<file path="src/fsh_pkg.sv">
package fsh_pkg;

    localparam int CH_W      = 8;
    localparam int OUT_W     = 3 * CH_W;
    localparam int NRM_W     = 15;
    localparam int N_W       = 16;
    localparam int SQ_W      = 2 * NRM_W;
    localparam int Q2_W      = 32;
    localparam int X_W       = 60;
    localparam int RT_W      = 30;
    localparam int SQ_N      = 30;
    localparam int SQ_REM_W  = 32;
    localparam int D_W       = 33;
    localparam int DM_W      = 32;
    localparam int DOT_FRAC  = 14;
    localparam int NUM_W     = DM_W + DOT_FRAC;
    localparam int QT_W      = 18;
    localparam int DIV_N     = QT_W;
    localparam int DOT_W     = QT_W + 1;
    localparam int IK_W      = 24;
    localparam int PROD_W    = IK_W + 1 + DOT_W;
    localparam int ACC_W     = 47;
    localparam int FRAC_SH   = 29;
    localparam int CFG_W     = 48;
    localparam int CFG_ADDR_W = 3;
    localparam int LIGHT_STRIDE = 2;

    localparam logic [CH_W-1:0] CH_MAX  = 8'hFF;
    localparam logic [QT_W-1:0] QUO_MAX = 18'd196608;

    localparam logic [CFG_ADDR_W-1:0] REG_LIGHT_COUNT    = 3'd0;
    localparam logic [CFG_ADDR_W-1:0] REG_DIFFUSE_COEFFS = 3'd1;
    localparam logic [CFG_ADDR_W-1:0] REG_L0_INTENSITY   = 3'd2;
    localparam logic [CFG_ADDR_W-1:0] REG_L0_DIRECTION   = 3'd3;
    localparam logic [CFG_ADDR_W-1:0] REG_L1_INTENSITY   = 3'd4;
    localparam logic [CFG_ADDR_W-1:0] REG_L1_DIRECTION   = 3'd5;

    typedef logic [CH_W-1:0] chan_t;

endpackage

</file>
<file path="src/fsh_sqrt.sv">
module fsh_sqrt
    import fsh_pkg::*;
(
    input  logic            clk,
    input  logic            en,
    input  logic [X_W-1:0]  x,
    output logic [RT_W-1:0] root
);

    logic [X_W-1:0]      x_reg   [SQ_N];
    logic [SQ_REM_W-1:0] rem_reg [SQ_N];
    logic [RT_W-1:0]     rt_reg  [SQ_N];

    // one root bit per stage, two radicand bits taken in each time
    for (genvar i = 0; i < SQ_N; i++)
    begin : g_stage
        logic [X_W-1:0]      x_in;
        logic [SQ_REM_W-1:0] rem_in;
        logic [RT_W-1:0]     rt_in;
        logic [SQ_REM_W+1:0] rem_sh;
        logic [SQ_REM_W+1:0] trial;
        logic [SQ_REM_W-1:0] rem_next;
        logic [RT_W-1:0]     rt_next;

        if (i == 0)
        begin : g_first
            assign x_in   = x;
            assign rem_in = '0;
            assign rt_in  = '0;
        end
        else
        begin : g_rest
            assign x_in   = x_reg[i-1];
            assign rem_in = rem_reg[i-1];
            assign rt_in  = rt_reg[i-1];
        end

        always_comb
        begin
            rem_sh = {rem_in, x_in[2*(SQ_N-1-i)+1 -: 2]};
            trial  = {{(SQ_REM_W-RT_W){1'b0}}, rt_in, 2'b01};
            if (rem_sh >= trial)
            begin
                rem_next = SQ_REM_W'(rem_sh - trial);
                rt_next  = {rt_in[RT_W-2:0], 1'b1};
            end
            else
            begin
                rem_next = SQ_REM_W'(rem_sh);
                rt_next  = {rt_in[RT_W-2:0], 1'b0};
            end
        end

        always_ff @(posedge clk)
        begin
            if (en)
            begin
                x_reg[i]   <= x_in;
                rem_reg[i] <= rem_next;
                rt_reg[i]  <= rt_next;
            end
        end
    end

    assign root = rt_reg[SQ_N-1];

endmodule

</file>
<file path="config.mk">
export PLATFORM = sky130hd
export DESIGN_NAME = fsh_sqrt
export DESIGN_NICKNAME = d
export VERILOG_FILES = /design/src/fsh_pkg.sv /design/src/fsh_sqrt.sv
export SDC_FILE = /design/constraint.sdc
export NUM_CORES = 2
export LEC_CHECK = 0
export BUFFER_PORTS_ARGS = -buffer_cell sky130_fd_sc_hd__clkbuf_2
export CAP_MARGIN = 10
export CORE_MARGIN = 3
export CORE_UTILIZATION = 50
export CTS_CLUSTER_SIZE = 20
export DETAILED_ROUTE_END_ITERATION = 8
export PLACE_DENSITY = 0.65
export SYNTH_ARGS = -nofsm -noshare
export SYNTH_HDL_FRONTEND = slang
export SYNTH_SLANG_ARGS = --single-unit
export TNS_END_PERCENT = 50
</file>
<file path="constraint.sdc">
create_clock -name clk -period 4.04 [get_ports clk]
set_input_delay 0.404 -clock clk [delete_from_list [all_inputs] [get_ports clk]]
set_output_delay 0.404 -clock clk [all_outputs]
set_load 0.01 [all_outputs]
</file>
# After elaboration in Yosys (flattened, before gate mapping)
# Memory sizes are Yosys's and may differ from the RTL's.
# Index checks and enable logic that the tools add are counted.
# classes
add_sub_neg	30
magnitude_cmp	30
muxes	62
# ops
op	count
$ge 34x32->1	29
$mux 32	30
$sub 32x32->32	29
$mux 1	32
$sub 2x1->3 const B	1
$ge 2x1->1 const B	1
# word_totals
regBits	0
ramBits	3660
input_bits	62
output_inout_bits	30
wordCells	125
mem_count	3
# mem_list
name	depth	width	rd	rd_ports_with_merged_regs	write_ports	line_no	rtl
x_reg	30	60	29	0	30	fsh_sqrt.sv:10	logic [X_W-1:0] x_reg [SQ_N];
rem_reg	30	32	29	0	30	fsh_sqrt.sv:11	logic [SQ_REM_W-1:0] rem_reg [SQ_N];
rt_reg	30	30	30	0	30	fsh_sqrt.sv:12	logic [RT_W-1:0] rt_reg [SQ_N];

# Depth between registers and ports, before layout
# An unclocked memory read counts as a cell.
# depth
word_depth	3
depth_mapped	15
ltp_nobuf	14

# Worst setup path after synthesis
# Ideal clock, no wire load.
# synth_path
path_kind	register to register
from	mem rem_reg[24][0], in the netlist rem_reg[1][256]
to	mem rem_reg[25][15], in the netlist rem_reg[1][303], data pin
setup_time_ps	261
arrival_time_ps	2822
required_ps	3779
setup_slack_ps	957
stages_incl_launch_ff	15
path_buffers	3
period_less_slack_ps	3083
path_cell_list	edfxtp_1 > ha_1 > nor2b_1 > o31ai_1 > a311oi_1 > o2111ai_1 > a21oi_1 > o21ai_0 > and2_1 > buf_2 > inv_1 > buf_2 > clkbuf_1 > nor2_1 > a21oi_1
# synth_lines
element	line_no
start: declaration	fsh_sqrt.sv:11

==> metrics.txt <==
worst-margin pin slew 1040 ps; xor and xnor area share after synthesis 0.0612; CP startpoint rt_reg[1][1]; Startpoint Class flop; Clock Skew 76.4 ps; Max VDD drop 0.468 mV; commonest non-fill, non-tap cell in the layout edfxtp_1; vias in the first global route 61400; HP Start x[11]; clock buffer depth 3; final worst slack 311 ps; PD cells 565 mW/mm²; Tmin final 3730 ps; Fmax 268 MHz; Wirelength per Cell 18.9 µm; Critical-path top delay cell edfxtp_1; CP Class flop to flop; total core area 0.205 mm²; crit-path leading delay family compound AO/OA/AOI/OAI gates; Num CTS Buffers 228; Fin. Hold Viols 0; Sink Count 2217; chip width 461 µm; row count 166; Seq cells post-synth 2217; CP Cell Sequence inv_1 > ha_1 > a21oi_1 > a211oi_1 > o311ai_0 > buf_4 > a31oi_1 > or2_2 > a311oi_1 > o211ai_1 > buf_4 > o31ai_1 > o21ai_0; Detail Placement HPWL 157 mm; RSZ-0062 raised after global routing no; ys async rst share 0; Worst Path Arrival 4300 ps; Avg Cell Area, Syn 12.9 µm²; post-synth cell types 98; Setup Viol. Count Final 0; Initial Util 0.505; Max-slew headroom 0.308; Total Power 66200 µW; cell count after synthesis 8031; Nets 8972; total iterations of the first detailed-routing run 6; adder and majority gate portion of the synthesized area 0.0599; die area 0.213 mm²; final antenna-violating net count 0; first-pass GRT wire length 337 mm; period utilization 0.923; Die Ht 461 µm; Final TNS setup 0 ps; combinational family with the most area after synthesis simple AND/OR/NAND/NOR gates; initial antenna violation count 1; register area share after synthesis 0.643; IO Count 92; RR Startpoint rt_reg[1][1]; root buffer cell clkbuf_16; largest net degree at the start of global routing 120; CP bufs+invs 3; critical path endpoint category flop; maxcap violations 0; GPL Wtd Cong 0.908; TritonCTS clock tree yes; Layout area overhead 13.1%; Worst Path Max Fanout 8; status complete, no violations; clock network latency to the later pin of the worst-skew pair 850 ps; GRT Total Usage 0.200; Final Slew Violations 0; CP most frequent cell buf_4; Synth Area in Compound Gates 0.0969; mapped cell area 0.104 mm²; post-layout util 0.571; via count 62200; IO buf count 91; DR vias/cell 5.51; Worst R2R Setup Slack 310 ps; Leakage 0.0448 µW; DRC 0; Routed WL 213 mm; gr ovfl total 0; DRT iter0 DRCs 4578; Worst-path clk slew 60 ps; share of layout cells above drive strength 1 0.0889; slowest stage delay, CP 490 ps; worst path required time 4610 ps; Ys Warns 0; fraction of the mapped netlist area in simple logic gates 0.102; CTS H-tree lvls 4; Largest register FFs 882; Hold Path Class input pin to flop; most frequent cells in the layout edfxtp_1, inv_1, nand2_1; Main synth FF type edfxtp_1; number of synthesized flops with an enable pin 2217; mux cell area share after synthesis 0.00900; Synth Net Count 8589; DP Worst Slack 277 ps
through the flow:
stage	hold WS [ps]	instance area (µm²)	instances
after floorplan	400	104000	8031
after detailed placement	405	108000	10800
after global placement	400	108000	10800
after global routing	204	117000	11300
after CTS	185	117000	11300
final	272	117000	11300
routing by layer:
layer | vias to the layer above | wire length (µm) | part of all wire | GRT usage
met4 | 0 | 5820 | 0.027 | 0.0587
met1 | 30100 | 93000 | 0.44 | 0.262
li1 | 30500 | - | - | -
met3 | 354 | 7820 | 0.037 | 0.0267
met2 | 1240 | 107000 | 0.50 | 0.348
met5 | - | 0 | 0 | 0
final timing paths:
| path | endpoint | cells after the start |
|---|---|---|
| max | rem_reg[1][53] | 13 |
| min | x_reg[0][11] | 2 |
| max reg2reg | rem_reg[1][53] | 13 |
| min reg2reg | x_reg[1][247] | 0 |
where the power goes:
group          total (µW)  internal (µW)  switching (µW)  leakage (µW)
sequential          30900          29000            1940        0.0213
clock               22400          13500            8910       0.00390
combinational       12900           5350            7580        0.0195
kinds of logic after synthesis:
logic type	Yosys count
AOI/OAI and AO/OA	1620
xor gates and xnor gates	724
adders and majority gates	496
buffers and inverters	763
DFF	2217
muxes	84
other	1
and+or+nand+nor	2126
synth_stat cells (all sizes together) (18+ instances only):
library cell | count | area (µm²)
o211ai | 37 | 288
buf | 43 | 209
nand2 | 571 | 2140
ha | 496 | 6210
and3 | 49 | 307
nor3b | 24 | 185
o21a | 80 | 601
nand3b | 22 | 165
o21ai | 422 | 2110
inv | 613 | 2300
nor2 | 532 | 2000
a21oi | 524 | 2630
a31oi | 56 | 350
or3 | 86 | 543
xnor2 | 347 | 3040
nor3 | 192 | 976
nor4 | 111 | 749
o21bai | 37 | 278
nand3 | 115 | 581
a21o | 182 | 1370
nor2b | 57 | 357
mux2 | 73 | 822
edfxtp | 2217 | 66600
clkbuf | 104 | 390
a21boi | 18 | 135
or2 | 49 | 307
xor2 | 377 | 3300
nand2b | 98 | 613
and2 | 35 | 219
nand4 | 86 | 544
or4 | 51 | 394
o31ai | 54 | 415
a211oi | 33 | 248
area by class of cell:
| class | instances | area (µm²) |
|---|---|---|
| diodes | 1 | 2.50 |
| clock buffers | 263 | 5860 |
| clock inverters | 161 | 2280 |
| fillers | 16600 | 88100 |
| inverters | 616 | 2310 |
| multi-input cells | 5051 | 34100 |
| flip-flops and latches | 2217 | 66600 |
| well taps | 2688 | 3360 |
| repair buffers | 300 | 2580 |
what timing repair did:
item	CTS	global route
setup endpoints to repair	0	6
setup buffers	0	2
resized for setup	0	2
endpoints found under the hold margin	62	0
hold buffers	62	0
Note: power is estimated with default switching activity, not from simulation.
