===== src/fsh_pkg.sv =====
package fsh_pkg;

    localparam int CH_W      = 8;
    localparam int OUT_W     = 3 * CH_W;
    localparam int NRM_W     = 15;
    localparam int N_W       = 16;
    localparam int SQ_W      = 2 * NRM_W;
    localparam int Q2_W      = 32;
    localparam int X_W       = 60;
    localparam int RT_W      = 30;
    localparam int SQ_N      = 30;
    localparam int SQ_REM_W  = 32;
    localparam int D_W       = 33;
    localparam int DM_W      = 32;
    localparam int DOT_FRAC  = 14;
    localparam int NUM_W     = DM_W + DOT_FRAC;
    localparam int QT_W      = 18;
    localparam int DIV_N     = QT_W;
    localparam int DOT_W     = QT_W + 1;
    localparam int IK_W      = 24;
    localparam int PROD_W    = IK_W + 1 + DOT_W;
    localparam int ACC_W     = 47;
    localparam int FRAC_SH   = 29;
    localparam int CFG_W     = 48;
    localparam int CFG_ADDR_W = 3;
    localparam int LIGHT_STRIDE = 2;

    localparam logic [CH_W-1:0] CH_MAX  = 8'hFF;
    localparam logic [QT_W-1:0] QUO_MAX = 18'd196608;

    localparam logic [CFG_ADDR_W-1:0] REG_LIGHT_COUNT    = 3'd0;
    localparam logic [CFG_ADDR_W-1:0] REG_DIFFUSE_COEFFS = 3'd1;
    localparam logic [CFG_ADDR_W-1:0] REG_L0_INTENSITY   = 3'd2;
    localparam logic [CFG_ADDR_W-1:0] REG_L0_DIRECTION   = 3'd3;
    localparam logic [CFG_ADDR_W-1:0] REG_L1_INTENSITY   = 3'd4;
    localparam logic [CFG_ADDR_W-1:0] REG_L1_DIRECTION   = 3'd5;

    typedef logic [CH_W-1:0] chan_t;

endpackage


===== src/fsh_div.sv =====
module fsh_div
    import fsh_pkg::*;
(
    input  logic             clk,
    input  logic             en,
    input  logic [NUM_W-1:0] num,
    input  logic [RT_W-1:0]  den,
    output logic [QT_W-1:0]  quo
);

    logic [NUM_W-1:0] num_reg [DIV_N];
    logic [RT_W-1:0]  den_reg [DIV_N];
    logic [RT_W-1:0]  rem_reg [DIV_N];
    logic [QT_W-1:0]  q_reg   [DIV_N];

    // quotient is known to fit QT_W bits, so the top of the numerator starts as remainder
    for (genvar j = 0; j < DIV_N; j++)
    begin : g_stage
        logic [NUM_W-1:0] num_in;
        logic [RT_W-1:0]  den_in;
        logic [RT_W-1:0]  rem_in;
        logic [QT_W-1:0]  q_in;
        logic [RT_W:0]    rs;
        logic [RT_W-1:0]  rem_next;
        logic [QT_W-1:0]  q_next;

        if (j == 0)
        begin : g_first
            assign num_in = num;
            assign den_in = den;
            assign rem_in = {{(RT_W-(NUM_W-QT_W)){1'b0}}, num[NUM_W-1:QT_W]};
            assign q_in   = '0;
        end
        else
        begin : g_rest
            assign num_in = num_reg[j-1];
            assign den_in = den_reg[j-1];
            assign rem_in = rem_reg[j-1];
            assign q_in   = q_reg[j-1];
        end

        always_comb
        begin
            rs     = {rem_in, num_in[DIV_N-1-j]};
            q_next = q_in;
            if (rs >= {1'b0, den_in})
            begin
                rem_next            = RT_W'(rs - {1'b0, den_in});
                q_next[DIV_N-1-j]   = 1'b1;
            end
            else
            begin
                rem_next = RT_W'(rs);
            end
        end

        always_ff @(posedge clk)
        begin
            if (en)
            begin
                num_reg[j] <= num_in;
                den_reg[j] <= den_in;
                rem_reg[j] <= rem_next;
                q_reg[j]   <= q_next;
            end
        end
    end

    assign quo = q_reg[DIV_N-1];

endmodule


===== config.mk =====
export PLATFORM = sky130hd
export DESIGN_NAME = fsh_div
export DESIGN_NICKNAME = d
export VERILOG_FILES = /design/src/fsh_pkg.sv /design/src/fsh_div.sv
export SDC_FILE = /design/constraint.sdc
export NUM_CORES = 2
export LEC_CHECK = 0
export BUFFER_PORTS_ARGS = -buffer_cell sky130_fd_sc_hd__buf_2
export CORE_MARGIN = 2
export CORE_UTILIZATION = 55
export CTS_CLUSTER_SIZE = 30
export DETAILED_ROUTE_END_ITERATION = 8
export PLACE_DENSITY = 0.71
export SETUP_SLACK_MARGIN = 0.1
export SYNTH_ARGS = -nofsm -noshare
export SYNTH_HDL_FRONTEND = slang
export SYNTH_SLANG_ARGS = --single-unit

===== constraint.sdc =====
create_clock -name clk -period 4.08 [get_ports clk]
set_clock_uncertainty 0.05 [all_clocks]
set_input_delay 0.408 -clock clk [delete_from_list [all_inputs] [get_ports clk]]
set_output_delay 0.408 -clock clk [all_outputs]
set_load 0.01 [all_outputs]

* Yosys cells after proc, flatten, opt, wreduce, memory -nomap -nowiden
Memories as Yosys holds them, arrays and structs flattened.
Cells that the tools add are included.
** Storage, ports and cells
- Output and inout port bits :: 18
- ROM bits :: 0
- Bits in writable memories :: 2232
- Bits of input ports :: 78
- Register bits after elaboration :: 0
- Memories :: 4
- Bits in latches :: 0
- Word-level logic and storage cells :: 78
** Memories
- num_reg :: depth 18, width 46, rd ports 17, clocked after memory_dff 0, write ports 18, line fsh_div.sv:11 : logic [NUM_W-1:0] num_reg [DIV_N];
- den_reg :: depth 18, width 30, rd ports 17, clocked after memory_dff 0, write ports 18, line fsh_div.sv:12 : logic [RT_W-1:0] den_reg [DIV_N];
- rem_reg :: depth 18, width 30, rd ports 17, clocked after memory_dff 0, write ports 18, line fsh_div.sv:13 : logic [RT_W-1:0] rem_reg [DIV_N];
- q_reg :: depth 18, width 18, rd ports 18, clocked after memory_dff 0, write ports 18, line fsh_div.sv:14 : logic [QT_W-1:0] q_reg [DIV_N];
** Operators by class
- $mul :: 0
- Order comparisons :: 18
- Divide/modulo/power cells :: 0
- Muxes and demuxes :: 38
- Reduce and logical (&&, ||, !) cells :: 0
- Shift-type cells :: 0
- Bitwise operators :: 0
- Eq/ne operators :: 0
- $add $sub $neg :: 18
** Operator list (count)
- $mux W30 :: 18
- $ge A31 B30 Y1 :: 17
- $sub A30 B30 Y30 :: 17
- $ge A29 B30 Y1 :: 1
- $sub A29 B30 Y30 :: 1
- $mux W1 :: 20

* Logic depth before layout (Yosys ltp)
An unclocked memory read counts as a cell.
- Word-level depth :: 3
- Mapped depth :: 15

* Worst setup path before layout
OpenSTA, ideal clock, no wires.
- Path type :: input port to flip-flop
- Start :: in num[17]
- End :: mem rem_reg[0][10], data pin
- Arrival time :: 3238 ps
- Cell stages on the path :: 15
- Slack :: 532 ps
- Setup time :: 260 ps
- Path buffers :: 1
- Cells stage by stage :: inv_1 ha_1 inv_1 fa_1 a21o_1 a221oi_1 o21ai_1 a31o_2 nand2_1 o21ai_1 a21o_1 o21ai_0 a21o_1 buf_4 mux2_2
** RTL lines
- start: declaration :: line fsh_div.sv:6 : input logic [NUM_W-1:0] num,
- end: declaration :: line fsh_div.sv:13

==> results.yml <==
yosys:
  syn_area_um2: 73750
  ys_warn_count: 0
  ys_ff_latch: 1344
  synth_cell_types: 91
  synth_flop_cell: "edfxtp_1"
  syn_avg_cell_area_um2: 11.53
  yosysSeqAreaShare_pct: 54.73
  synth_edf_count: 1344
  synthArstFlopShare_pct: 0
  synth_fp_nets: 7032
  synthCells: 6398
worst_setup_path:
  cp_data_required_time_ps: 4540
  crit_arrival_ps: 4420
  cp-start-kind: "flop"
  crit_type: "reg2reg"
  cpLargestDelayFamily: "compound AO/OA/AOI/OAI gates"
  reg2reg_depth: 13
  cp-end-kind: "flop"
  path_depth: 13
  crit_chain: "ha_4 > a21oi_4 > o21ai_1 > o211ai_1 > or3b_4 > a31oi_4 > buf_6 > o31ai_2 > a221o_1 > a31oi_2 > o21a_4 > buf_12 > mux2_1"
  critical_path.slowest_cell: "edfxtp_1"
  worst-path-buf-inv: 2
  crit_fanout: 8
  max_stage_delay_ps: 460
final_layout:
  final_core_util_pct: 62.65
  area_growth_pct: 13.24
  final_nets: 7423
  design_area_um2: 83510
  drive_above_1_share_pct: 11.45
  antennaDiodeCount: 0
  fin_cells: 8665
floorplan:
  io_pins: 96
  die_x_um: 370.2
  rows: 134
  dieArea_um2: 137000
  start_util_pct: 55.33
  die_h_um: 370.2
  core_area_um2: 133300
sta:
  fmax_mhz: 252.6
  setup_violations: 0
  whs_ps: 284.7
  slew_violations: 0
  setup_ws_ps: 120.9
  tns_ps: 0
  finalCriticalPeriod_ps: 3959
  rsz0062_at_grt: "yes"
  hold_violations: 0
  finalCritPeriodShare_pct: 97.04
  max_slew_margin_pct: 39.92
  worstMarginPinSlew_ps: 901.2
place:
  place.gp.congestion: 0.9897
  port_buffers: 95
  place_ws_ps: -143.7
  dp_hpwl_um: 127400
  dpl_cell_area_um2: 77720
  dp.cells: 8316
power:
  totalPowerFinal_mw: 64.63
  ir_drop_uv: 480.6
  power.leakage_nw: 34.06
  power.density_nw_per_um2: 773.9
grt:
  grt.total_usage_pct: 24.52
  grt_pass1_vias: 50270
  grt_remaining_overflow: 0
  grt_max_degree: 150
  antenna_found_initial: 1
  grt_pass1_wl_um: 263200
cts:
  clockRootBuffer: "clkbuf_16"
  htreeDepth: 4
  cts_tree: "built"
  cts_max_path_buffers: 3
  cts.clk_slew.worst_paths_ps: 60
  clk_latency_ps: 780
  cts_buffers: 146
  cts_sinks: 1344
outcome:
  outcome: "finished, final reports clean"
route:
  wl_per_cell_um: 19.53
  viasPerCell: 5.743
  drc_errors: 0
  drt_iter0_markers: 2958
  vias: 49770
  ant_nets: 0
  wl_um: 169200
  drt_pre_antenna_iters: 6
worst_hold_path:
  hold_depth: 2
  hold_path.class: "in2reg"
job:
  drv_cap: 0
layout make-up:
class	count	area (um^2)
Clock inverter	79	785.8
Inverter	686	2575
Multi-Input combinational cell	4220	30490
Timing Repair Buffer	391	3261
Sequential cell	1344	40360
Tap cell	1768	2212
Fill cell	10300	49780
Clock buffer	177	3834
cell usage in the layout, fill, tap and decap left out, types with 106 or more instances in the layout:
cell / netlist / routed
a21oi_1: 487 / 482
ha_1: 539 / 532
edfxtp_1: 1344 / 1344
nand2_1: 504 / 504
a21o_1: 203 / 203
nand3_1: 109 / 106
nor2_1: 290 / 288
buf_4: 15 / 190
xnor2_1: 232 / 232
clkbuf_16: 0 / 151
inv_1: 682 / 682
o21ai_0: 432 / 431
xor2_1: 189 / 189
mux2_2: 178 / 178
power breakdown:
part	internal, mW	switching [mW]
clock network	7.46	5.38
registers	20.2	1.93
logic	13.1	16.6
repair_timing:
action                                 CTS  global route
gates cloned                             1             4
gates resized for setup                  9            37
pin swaps                                3            10
setup endpoints to repair               57           186
hold buffers                            77             0
endpoints found under the hold margin  111             0
setup buffers                            1            10
cells by family after synthesis:
group / count (synthesis) / share of synthesized area (%)
AOI/OAI and AO/OA: 1670 / 14.32
xor gates and xnor gates: 421 / 5.000
adders and majority gates: 556 / 9.606
buffers and inverters: 836 / 4.425
DFF: 1344 / 54.73
muxes: 218 / 3.298
and+or+nand+nor: 1353 / 8.619
worst reg2reg max path, stage by stage, from the launching register on:
cell and delay, ps:
edfxtp_1 460, ha_4 310, a21oi_4 170, o21ai_1 100, o211ai_1 290, or3b_4 440
a31oi_4 190, buf_6 170, o31ai_2 100, a221o_1 380, a31oi_2 220, o21a_4 270
buf_12 180, mux2_1 380
Yosys cell counts (all sizes together) (22+ instances only):
master  instances  area (um^2)
a21o          203         1524
xnor2         232         2032
nor2b          76        475.5
o31a           24        210.2
inv           686         2575
xor2          189         1655
nor3           64        320.3
ha            539         6744
buf            55        329.1
nor4           22        137.6
o21bai         46        345.3
o31ai          31        232.7
nand4          84        525.5
and3           43        269.0
a21oi         488         2446
nand3         109        545.5
o21ai         454         2283
mux2          200         2252
o21a           95        714.4
nand2b         66        412.9
nor2          290         1089
a31oi          56        381.6
nand2         504         1892
edfxtp       1344        40360
clkbuf         95        359.1
a211oi         38        295.3
or3            26        162.7
o211ai         33        252.7
worst paths after layout:
path	startpoint	slack, ps	end
setup / recovery	rem_reg[11][13]	120	rem_reg[12][14]
hold / removal	num[16]	280	num_reg[0][16]
setup reg to reg	rem_reg[11][13]	120	rem_reg[12][14]
hold reg to reg	num_reg[7][6]	350	num_reg[8][6]
metal layers:
metal  track usage, %  up-vias  routed length [um]
met5                0        -                   0
met4            13.92        0               10610
met3            3.486      453                5619
met2            48.22     1153               92910
met1            24.19    23820               60060
li1                 -    24340                   -
Note: power is estimated with default switching activity, not from simulation.
